[src/sv/fbh_pkg.sv]
// Shared constants, codes and controller/datapath interface types for the histogram unit.
`timescale 1ns / 1ps

package fbh_pkg;

	localparam int FBH_MAX_BINS   = 64;
	localparam int FBH_COUNT_BITS = 24;

	localparam int SAMPLE_BITS    = 32;
	localparam int STEP_BITS      = 31;
	localparam int BINS_USED_BITS = 7;
	localparam int BIN_INDEX_BITS = 6;
	localparam int CFG_INDEX_BITS = 2;
	localparam int CFG_DATA_BITS  = 32;

	localparam logic [CFG_INDEX_BITS-1:0] REG_RANGE_LOW  = 2'd0;
	localparam logic [CFG_INDEX_BITS-1:0] REG_RANGE_HIGH = 2'd1;
	localparam logic [CFG_INDEX_BITS-1:0] REG_BIN_STEP   = 2'd2;
	localparam logic [CFG_INDEX_BITS-1:0] REG_BINS_USED  = 2'd3;

	localparam logic [SAMPLE_BITS-1:0]    RANGE_LOW_RST  = 32'd0;
	localparam logic [SAMPLE_BITS-1:0]    RANGE_HIGH_RST = 32'd4194304;
	localparam logic [STEP_BITS-1:0]      BIN_STEP_RST   = 31'd65536;
	localparam logic [BINS_USED_BITS-1:0] BINS_USED_RST  = 7'd64;

	typedef enum logic [3:0] {
		ST_CLEAR,
		ST_IDLE,
		ST_FLAGS,
		ST_NUM,
		ST_DIV,
		ST_READ,
		ST_WRITE,
		ST_OUT_READ,
		ST_OUT_LOAD,
		ST_OUT_HOLD
	} fbh_state_t;

	typedef struct packed {
		logic load_sample;
		logic calc_flags;
		logic calc_num;
		logic div_step;
		logic bin_read;
		logic bin_write;
		logic out_start;
		logic out_read;
		logic out_load;
		logic out_next;
		logic clr_step;
	} fbh_cmd_t;

	typedef struct packed {
		logic div_done;
		logic clr_last;
		logic eos;
		logic out_last;
	} fbh_status_t;

endpackage

[src/sv/fixed_bin_histogram_unit.sv]
// Samples: in_ready is high only in idle, so each sample is captured, flagged, turned
// into a numerator and divided one quotient bit per cycle, then a memory read and write.
// Readout after an end-of-set sample: each bin in use is read, loaded and held until
// out_ready, then a sweep that zeroes every counter before the next sample.
// Reset: configuration registers take their reset values and the same sweep clears the
// counters; in_ready stays low until it ends.
`timescale 1ns / 1ps

module fixed_bin_histogram_unit
	import fbh_pkg::*;
#(
	parameter int MAX_BINS   = FBH_MAX_BINS,
	parameter int COUNT_BITS = FBH_COUNT_BITS
) (
	input  logic                      clk,
	input  logic                      arst_n,
	input  logic                      cfg_we,
	input  logic [CFG_INDEX_BITS-1:0] cfg_index,
	input  logic [CFG_DATA_BITS-1:0]  cfg_data,
	input  logic                      in_valid,
	output logic                      in_ready,
	input  logic [SAMPLE_BITS-1:0]    sample_value,
	input  logic                      end_of_set,
	output logic                      out_valid,
	input  logic                      out_ready,
	output logic [BIN_INDEX_BITS-1:0] bin_index,
	output logic [SAMPLE_BITS-1:0]    bin_edge,
	output logic [COUNT_BITS-1:0]     bin_total,
	output logic                      last_bin
);

	fbh_cmd_t    cmd;
	fbh_status_t status;

	fbh_ctrl u_ctrl (
		.clk       (clk),
		.arst_n    (arst_n),
		.in_valid  (in_valid),
		.in_ready  (in_ready),
		.out_valid (out_valid),
		.out_ready (out_ready),
		.status    (status),
		.cmd       (cmd)
	);

	fbh_dp #(
		.MAX_BINS   (MAX_BINS),
		.COUNT_BITS (COUNT_BITS)
	) u_dp (
		.clk          (clk),
		.arst_n       (arst_n),
		.cfg_we       (cfg_we),
		.cfg_index    (cfg_index),
		.cfg_data     (cfg_data),
		.sample_value (sample_value),
		.end_of_set   (end_of_set),
		.cmd          (cmd),
		.status       (status),
		.bin_index    (bin_index),
		.bin_edge     (bin_edge),
		.bin_total    (bin_total),
		.last_bin     (last_bin)
	);

endmodule

[src/sv/fbh_ctrl.sv]
// Controller state machine that sequences binning, readout and clearing.
`timescale 1ns / 1ps

module fbh_ctrl
	import fbh_pkg::*;
(
	input  logic        clk,
	input  logic        arst_n,
	input  logic        in_valid,
	output logic        in_ready,
	output logic        out_valid,
	input  logic        out_ready,
	input  fbh_status_t status,
	output fbh_cmd_t    cmd
);

	fbh_state_t state_q;
	fbh_state_t state_d;

	always_ff @(posedge clk or negedge arst_n) begin
		if (!arst_n) begin
			state_q <= ST_CLEAR;
		end else begin
			state_q <= state_d;
		end
	end

	always_comb begin
		state_d   = state_q;
		cmd       = '0;
		in_ready  = 1'b0;
		out_valid = 1'b0;
		unique case (state_q)
			ST_CLEAR: begin
				cmd.clr_step = 1'b1;
				if (status.clr_last) begin
					state_d = ST_IDLE;
				end
			end
			ST_IDLE: begin
				in_ready = 1'b1;
				if (in_valid) begin
					cmd.load_sample = 1'b1;
					state_d         = ST_FLAGS;
				end
			end
			ST_FLAGS: begin
				cmd.calc_flags = 1'b1;
				state_d        = ST_NUM;
			end
			ST_NUM: begin
				cmd.calc_num = 1'b1;
				state_d      = ST_DIV;
			end
			ST_DIV: begin
				cmd.div_step = 1'b1;
				if (status.div_done) begin
					state_d = ST_READ;
				end
			end
			ST_READ: begin
				cmd.bin_read = 1'b1;
				state_d      = ST_WRITE;
			end
			ST_WRITE: begin
				cmd.bin_write = 1'b1;
				if (status.eos) begin
					cmd.out_start = 1'b1;
					state_d       = ST_OUT_READ;
				end else begin
					state_d = ST_IDLE;
				end
			end
			ST_OUT_READ: begin
				cmd.out_read = 1'b1;
				state_d      = ST_OUT_LOAD;
			end
			ST_OUT_LOAD: begin
				cmd.out_load = 1'b1;
				state_d      = ST_OUT_HOLD;
			end
			ST_OUT_HOLD: begin
				out_valid = 1'b1;
				if (out_ready) begin
					if (status.out_last) begin
						state_d = ST_CLEAR;
					end else begin
						cmd.out_next = 1'b1;
						state_d      = ST_OUT_READ;
					end
				end
			end
			default: begin
				state_d = ST_CLEAR;
			end
		endcase
	end

endmodule

[src/sv/fbh_dp.sv]
// Datapath: configuration registers, bin search divider, count memory and readout registers.
`timescale 1ns / 1ps

module fbh_dp
	import fbh_pkg::*;
#(
	parameter int MAX_BINS   = FBH_MAX_BINS,
	parameter int COUNT_BITS = FBH_COUNT_BITS
) (
	input  logic                      clk,
	input  logic                      arst_n,
	input  logic                      cfg_we,
	input  logic [CFG_INDEX_BITS-1:0] cfg_index,
	input  logic [CFG_DATA_BITS-1:0]  cfg_data,
	input  logic [SAMPLE_BITS-1:0]    sample_value,
	input  logic                      end_of_set,
	input  fbh_cmd_t                  cmd,
	output fbh_status_t               status,
	output logic [BIN_INDEX_BITS-1:0] bin_index,
	output logic [SAMPLE_BITS-1:0]    bin_edge,
	output logic [COUNT_BITS-1:0]     bin_total,
	output logic                      last_bin
);

	localparam int IDXW = $clog2(MAX_BINS);
	localparam int QW   = IDXW + 1;
	localparam int KW   = $clog2(IDXW + 2);
	localparam int CW   = STEP_BITS + IDXW + 2;
	localparam int NW   = $clog2(MAX_BINS + 1);
	localparam int NCW  = (NW > BINS_USED_BITS) ? NW : BINS_USED_BITS;

	// Configuration registers.
	logic signed [SAMPLE_BITS-1:0] range_low_q;
	logic signed [SAMPLE_BITS-1:0] range_high_q;
	logic [STEP_BITS-1:0]          step_q;
	logic [BINS_USED_BITS-1:0]     bins_used_q;

	always_ff @(posedge clk or negedge arst_n) begin
		if (!arst_n) begin
			range_low_q  <= RANGE_LOW_RST;
			range_high_q <= RANGE_HIGH_RST;
			step_q       <= BIN_STEP_RST;
			bins_used_q  <= BINS_USED_RST;
		end else if (cfg_we) begin
			unique case (cfg_index)
				REG_RANGE_LOW:  range_low_q  <= cfg_data;
				REG_RANGE_HIGH: range_high_q <= cfg_data;
				REG_BIN_STEP:   step_q       <= cfg_data[STEP_BITS-1:0];
				REG_BINS_USED:  bins_used_q  <= cfg_data[BINS_USED_BITS-1:0];
				default: ;
			endcase
		end
	end

	// Number of bins in use, with zero acting as one and large values clipped.
	logic [NCW-1:0]  bu_ext;
	logic [NCW-1:0]  n_act;
	logic [IDXW-1:0] n_last;

	always_comb begin
		bu_ext = NCW'(bins_used_q);
		if (bu_ext == '0) begin
			n_act = NCW'(1);
		end else if (bu_ext > NCW'(MAX_BINS)) begin
			n_act = NCW'(MAX_BINS);
		end else begin
			n_act = bu_ext;
		end
		n_last = IDXW'(n_act - NCW'(1));
	end

	// Sample capture, range flags and the saturating ceiling divider.
	logic signed [SAMPLE_BITS-1:0] sample_q;
	logic                          eos_q;
	logic                          below_q;
	logic                          above_q;
	logic [SAMPLE_BITS-1:0]        diff_q;
	logic                          zdiff_q;
	logic [CW-1:0]                 rem_q;
	logic [QW-1:0]                 quot_q;
	logic                          sat_q;
	logic [KW-1:0]                 k_q;
	logic [CW-1:0]                 shifted;
	logic                          rem_ge;

	assign shifted = CW'(step_q) << k_q;
	assign rem_ge  = (rem_q >= shifted);

	always_ff @(posedge clk) begin
		if (cmd.load_sample) begin
			sample_q <= sample_value;
			eos_q    <= end_of_set;
		end
		if (cmd.calc_flags) begin
			below_q <= (sample_q < range_low_q);
			above_q <= (sample_q > range_high_q);
			diff_q  <= SAMPLE_BITS'(sample_q - range_low_q);
		end
		if (cmd.calc_num) begin
			// Numerator diff + step - 1 turns the floor division into a ceiling.
			rem_q   <= CW'(diff_q) + CW'(step_q) - CW'(1);
			zdiff_q <= (diff_q == '0);
			quot_q  <= '0;
			sat_q   <= 1'b0;
			k_q     <= KW'(IDXW + 1);
		end
		if (cmd.div_step) begin
			// The top position only detects a quotient beyond every bin.
			if (k_q == KW'(IDXW + 1)) begin
				if (rem_ge) begin
					sat_q <= 1'b1;
				end
			end else if (rem_ge) begin
				rem_q  <= rem_q - shifted;
				quot_q <= quot_q | (QW'(1) << k_q);
			end
			k_q <= k_q - KW'(1);
		end
	end

	// Bin selection from the flags and quotient.
	logic [IDXW-1:0] bin_sel;

	always_comb begin
		priority if (below_q) begin
			bin_sel = '0;
		end else if (above_q) begin
			bin_sel = n_last;
		end else if (step_q == '0) begin
			bin_sel = zdiff_q ? '0 : n_last;
		end else if (sat_q || (quot_q > QW'(n_last))) begin
			bin_sel = n_last;
		end else begin
			bin_sel = IDXW'(quot_q);
		end
	end

	// Count memory with registered read data.
	logic [COUNT_BITS-1:0] bin_mem [MAX_BINS];
	logic [COUNT_BITS-1:0] rd_q;
	logic [IDXW-1:0]       bin_q;
	logic [IDXW-1:0]       clr_idx_q;
	logic [IDXW-1:0]       out_idx_q;
	logic                  mem_we;
	logic [IDXW-1:0]       mem_wa;
	logic [COUNT_BITS-1:0] mem_wd;
	logic [IDXW-1:0]       mem_ra;
	logic [COUNT_BITS-1:0] cnt_inc;

	assign cnt_inc = (rd_q == '1) ? rd_q : (rd_q + COUNT_BITS'(1));
	assign mem_we  = cmd.clr_step | cmd.bin_write;
	assign mem_wa  = cmd.clr_step ? clr_idx_q : bin_q;
	assign mem_wd  = cmd.clr_step ? '0 : cnt_inc;
	assign mem_ra  = cmd.out_read ? out_idx_q : bin_sel;

	always_ff @(posedge clk) begin
		if (mem_we) begin
			bin_mem[mem_wa] <= mem_wd;
		end
		if (cmd.bin_read || cmd.out_read) begin
			rd_q <= bin_mem[mem_ra];
		end
		if (cmd.bin_read) begin
			bin_q <= bin_sel;
		end
	end

	// The clear pointer wraps to zero after the last entry, ready for the next sweep.
	always_ff @(posedge clk or negedge arst_n) begin
		if (!arst_n) begin
			clr_idx_q <= '0;
		end else if (cmd.clr_step) begin
			if (clr_idx_q == IDXW'(MAX_BINS - 1)) begin
				clr_idx_q <= '0;
			end else begin
				clr_idx_q <= clr_idx_q + IDXW'(1);
			end
		end
	end

	// Readout walk: bin pointer, running edge and the output register.
	logic [SAMPLE_BITS-1:0] edge_acc_q;
	logic [IDXW-1:0]        out_bin_q;
	logic [SAMPLE_BITS-1:0] out_edge_q;
	logic [COUNT_BITS-1:0]  out_total_q;
	logic                   out_last_q;

	always_ff @(posedge clk) begin
		if (cmd.out_start) begin
			out_idx_q  <= '0;
			edge_acc_q <= range_low_q;
		end else if (cmd.out_next) begin
			out_idx_q  <= out_idx_q + IDXW'(1);
			edge_acc_q <= edge_acc_q + SAMPLE_BITS'(step_q);
		end
		if (cmd.out_load) begin
			out_bin_q   <= out_idx_q;
			out_edge_q  <= edge_acc_q;
			out_total_q <= rd_q;
			out_last_q  <= (out_idx_q == n_last);
		end
	end

	assign bin_index = BIN_INDEX_BITS'(out_bin_q);
	assign bin_edge  = out_edge_q;
	assign bin_total = out_total_q;
	assign last_bin  = out_last_q;

	assign status.div_done = (k_q == '0);
	assign status.clr_last = (clr_idx_q == IDXW'(MAX_BINS - 1));
	assign status.eos      = eos_q;
	assign status.out_last = out_last_q;

endmodule
[config.mk]
export PLATFORM = sky130hd
export DESIGN_NAME = fixed_bin_histogram_unit
export DESIGN_NICKNAME = d
export VERILOG_FILES = /design/src/sv/fbh_pkg.sv /design/src/sv/fixed_bin_histogram_unit.sv /design/src/sv/fbh_ctrl.sv /design/src/sv/fbh_dp.sv
export SDC_FILE = /design/constraint.sdc
export NUM_CORES = 2
export LEC_CHECK = 0
export BUFFER_PORTS_ARGS = -buffer_cell sky130_fd_sc_hd__buf_2
export CAP_MARGIN = 40
export CORE_MARGIN = 3
export CORE_UTILIZATION = 39
export CTS_CLUSTER_DIAMETER = 100
export CTS_CLUSTER_SIZE = 40
export DETAILED_ROUTE_END_ITERATION = 10
export GPL_TIMING_DRIVEN = 0
export PLACE_DENSITY = 0.57
export SYNTH_ARGS = -nofsm -noshare
export SYNTH_HDL_FRONTEND = slang
export SYNTH_SLANG_ARGS = --single-unit
[constraint.sdc]
create_clock -name clk -period 15.1 [get_ports clk]
set_input_delay 3.775 -clock clk [delete_from_list [all_inputs] [get_ports clk]]
set_output_delay 3.775 -clock clk [all_outputs]
set_load 0.05 [all_outputs]
==> reports/qor.txt <==
CP Capture Type = register
Antenna Nets Post-Route = 0
Max Cap Violations = 0
Synth Flop Type = edfxtp_1
nets@finish = 7521
critical path required time = 15.63 ns
Top cell by count, worst path = buf_2
Residual DRC = 0
Core Util, Final = 0.446
ys async rst share = 0.0590
DR vias = 62768
Seq pwr share = 0.576
post-synth net total = 7086
clk sinks = 1897
reg-to-reg startpoint = u_dp.bins_used_q[3]
reg2reg end = u_dp.rd_q[13]
Static Leak = 0.0318 µW
area grow syn2layout = 13.4%
R2R depth = 23
CP Launch Type = register
initial antenna violation count = 19
Logic pwr share = 0.171
Worst path max stage delay = 0.74 ns
drt pass-1 iters = 8
vias in the first global route = 57423
Int Power = 7110 µW
syn avg cell area = 12.2 µm²
I/O pin cnt = 137
dpl ws = 6.83 ns
Max Root-Sink Buffers = 3
Crit-path slowest cell = o31a_1
hold slack = 0.487 ns
most area-hungry cell type in the Yosys netlist = edfxtp_1
DR WL/cell = 34.5 µm
post-route clock period utilization = 0.571
largest cells by area after synthesis = edfxtp_1, nand2_1, dfrtp_1, nand3_1, ha_1
worst path buffer plus inverter count = 5
post-CTS setup buffer count = 0
layout cells sized above 1 = 0.111
most common cell in the netlist = edfxtp_1
Cells after Synth = 6830
hold_sp = u_dp.edge_acc_q[9]
largest net degree at the start of global routing = 88
Crit path max-delay family = compound AO/OA/AOI/OAI gates
reg-to-reg slack, setup = 6.47 ns
Net Sw Power = 2980 µW
Clock Skew = 0.0788 ns
initial core utilization = 0.393
via/cell ratio = 6.20
Mapped Area = 0.0835 mm²
VDD IR max = 0.000121 V
Inserted Clock Buffers = 61
GR Overflow Total = 0
worst slew pin tran = 1.09 ns
Commonest cells post-synth = edfxtp_1, nand2_1, nand3_1
DR iter-0 viols = 10869
Fmax = 116 MHz
Worst Hold Class = reg -> reg
clock-pin slew on the worst setup and hold paths = 0.14 ns
Slew HR = 0.268
clock group share of total power = 0.253
RSZ-0062 raised after global routing = no
outcome = finished, final reports clean
fill count = 19313
Max Transition Viols Final = 0
clk root buf = clkbuf_16
Final Hold Fails = 0
worst skew pair latency = 0.81 ns
Synth Warn # = 0
Seq/Total Area, Yosys = 0.669
Rows = 169
switching share of total power = 0.296
final WL = 349 mm
hold path endpoint = u_dp.bin_edge[9]
critical path type = reg -> reg
cells along the critical path = or4_1 > nor2_1 > o21ai_1 > ha_1 > nand3_1 > o21ai_0 > a21oi_1 > inv_1 > ha_1 > nand3_1 > or4b_1 > o31a_1 > nor3_1 > a2bb2oi_2 > buf_2 > buf_2 > buf_2 > buf_2 > nand2_1 > a31oi_1 > o21ai_0 > o221ai_1 > o31a_1
Setup TNS Final = 0 ns
Yosys top cell area share = 0.623
Die Ht = 469 µm
post-layout min period = 8.63 ns
H-tree depth = 2
CP Data Arrival Time = 9.16 ns
IO buf count = 136
Post-synth EDFFs = 1732
Synth Register Bits = 1897
Die X = 469 µm
CTS tree = done
Final HPWL DP = 260 mm
first-pass GRT wire length = 470 mm
PnR worst setup slack = 6.47 ns
die area = 0.220 mm²
Final setup viols = 0
Distinct cells, synth = 96
CTS resizes = 0
Max FO, Critical Path = 10
GR Util All Layers = 0.309
PD cells = 107 mW/mm²
hold_buf cts = 0
gp weighted congestion = 0.972
Core Region = 0.213 mm²
hold depth = 0
metrics by stage:
step                      std cells  area, µm²  total power (µW)
final                         10119      94700             10100
after global routing          10111      94700             10300
after CTS                     10101      94600             10000
after detailed placement      10014      92500              7600
after global placement         9787      87700              7530
after floorplan                6830      83500              6890
how the worst max path moves through the flow:
stage | from | to | slack (ns) | cells after the start
6_report | u_dp.bins_used_q[3] | u_dp.rd_q[13] | 6.47 | 23
5_1_grt | u_dp.bins_used_q[3] | u_dp.rd_q[13] | 6.37 | 23
4_1_cts | u_dp.bins_used_q[3] | u_dp.rd_q[11] | 6.81 | 22
3_5_place_dp | u_dp.bins_used_q[1] | u_dp.rd_q[11] | 6.83 | 22
3_3_place_gp | u_ctrl.state_q[0] | u_dp.bin_edge[15] | 5.73 | 3
2_1_floorplan | u_ctrl.state_q[0] | u_dp.bin_edge[0] | 9.47 | 3
placed cells by master, fill, tap and decap left out, types with 36 or more instances in the layout:
| master | netlist | final |
|---|---|---|
| xor2_1 | 81 | 81 |
| buf_1 | 57 | 58 |
| buf_16 | 0 | 45 |
| a31oi_1 | 154 | 154 |
| nor2_4 | 0 | 85 |
| inv_1 | 125 | 125 |
| o22ai_1 | 47 | 47 |
| clkbuf_1 | 186 | 186 |
| nor3_1 | 58 | 57 |
| edfxtp_1 | 1732 | 1732 |
| o211ai_1 | 36 | 36 |
| dfrtp_1 | 109 | 109 |
| a21oi_1 | 342 | 339 |
| mux2i_1 | 122 | 122 |
| nand3_1 | 515 | 515 |
| buf_12 | 0 | 92 |
| buf_2 | 116 | 260 |
| mux2_2 | 74 | 74 |
| a311oi_1 | 46 | 45 |
| nor4_1 | 53 | 50 |
| and3_1 | 106 | 105 |
| ha_1 | 180 | 180 |
| nor2b_1 | 37 | 37 |
| clkbuf_16 | 0 | 61 |
| a21o_1 | 84 | 84 |
| nor2_1 | 235 | 150 |
| nand2_1 | 1567 | 1566 |
| buf_6 | 0 | 43 |
| dfxtp_1 | 53 | 53 |
| xnor2_1 | 86 | 86 |
| o21ai_0 | 186 | 186 |
| nand4_1 | 36 | 36 |
worst reg2reg max path, stage by stage (launching register included):
cell,delay [ns]
dfrtp_1,0.47
or4_1,0.55
nor2_1,0.11
o21ai_1,0.19
ha_1,0.32
nand3_1,0.10
o21ai_0,0.08
a21oi_1,0.42
inv_1,0.10
ha_1,0.30
nand3_1,0.10
or4b_1,0.53
o31a_1,0.21
nor3_1,0.37
a2bb2oi_2,0.37
buf_2,0.33
buf_2,0.57
buf_2,0.48
buf_2,0.41
nand2_1,0.10
a31oi_1,0.70
o21ai_0,0.20
o221ai_1,0.59
o31a_1,0.74
sequential cells by signal, indices dropped and copies added (netlist names), 31 cells and up:
name / flops
u_dp.bin_mem: 1536
u_dp.rem_q: 39
u_dp.range_high_q: 32
u_dp.step_q: 31
u_dp.sample_q: 32
u_dp.range_low_q: 32
u_dp.edge_acc_q: 32
u_dp.diff_q: 32
u_dp.bin_edge: 32
per-layer routing:
layer | vias to the layer above | global-route usage | share of wire
li1 | 25997 | - | -
met4 | 12 | 0.198 | 0.079
met2 | 4475 | 0.471 | 0.44
met3 | 993 | 0.0882 | 0.13
met1 | 31291 | 0.387 | 0.35
met5 | - | 0 | 0.00023
cells by family (layout without fill, tap and decap cells):
kind of cell | Yosys count | in the layout | share of synthesized area
DFF | 1897 | 1897 | 0.669
adders and majority gates | 184 | 184 | 0.0279
AOI/OAI and AO/OA | 1150 | 1150 | 0.0882
and+or+nand+nor | 2727 | 2727 | 0.143
muxes | 218 | 218 | 0.0305
xor gates and xnor gates | 168 | 168 | 0.0177
buffers and inverters | 486 | 945 | 0.0236
other | 0 | 9 | 0
power by group through the flow:
stage	Combinational [µW]	Sequential, µW	Clock [µW]
after floorplan	1020	5870	0
after global placement	1610	5920	0
after detailed placement	1670	5930	0
after CTS	1680	5810	2540
after global routing	1830	5810	2690
final	1730	5810	2560
area by class of cell:
class                      instances  area [µm²]  area share
sequential                      1897       55900       0.590
timing repair buffer             372        4860      0.0513
inverter                         127         477     0.00503
multi-input combinational       4447       26400       0.279
clock buffer                      63        1530      0.0162
antenna                            9        22.5    0.000238
clock inverter                    24         475     0.00502
buffer                           359        1500      0.0158
tap                             2821        3530      0.0373
(Power assumes the default switching activity.)
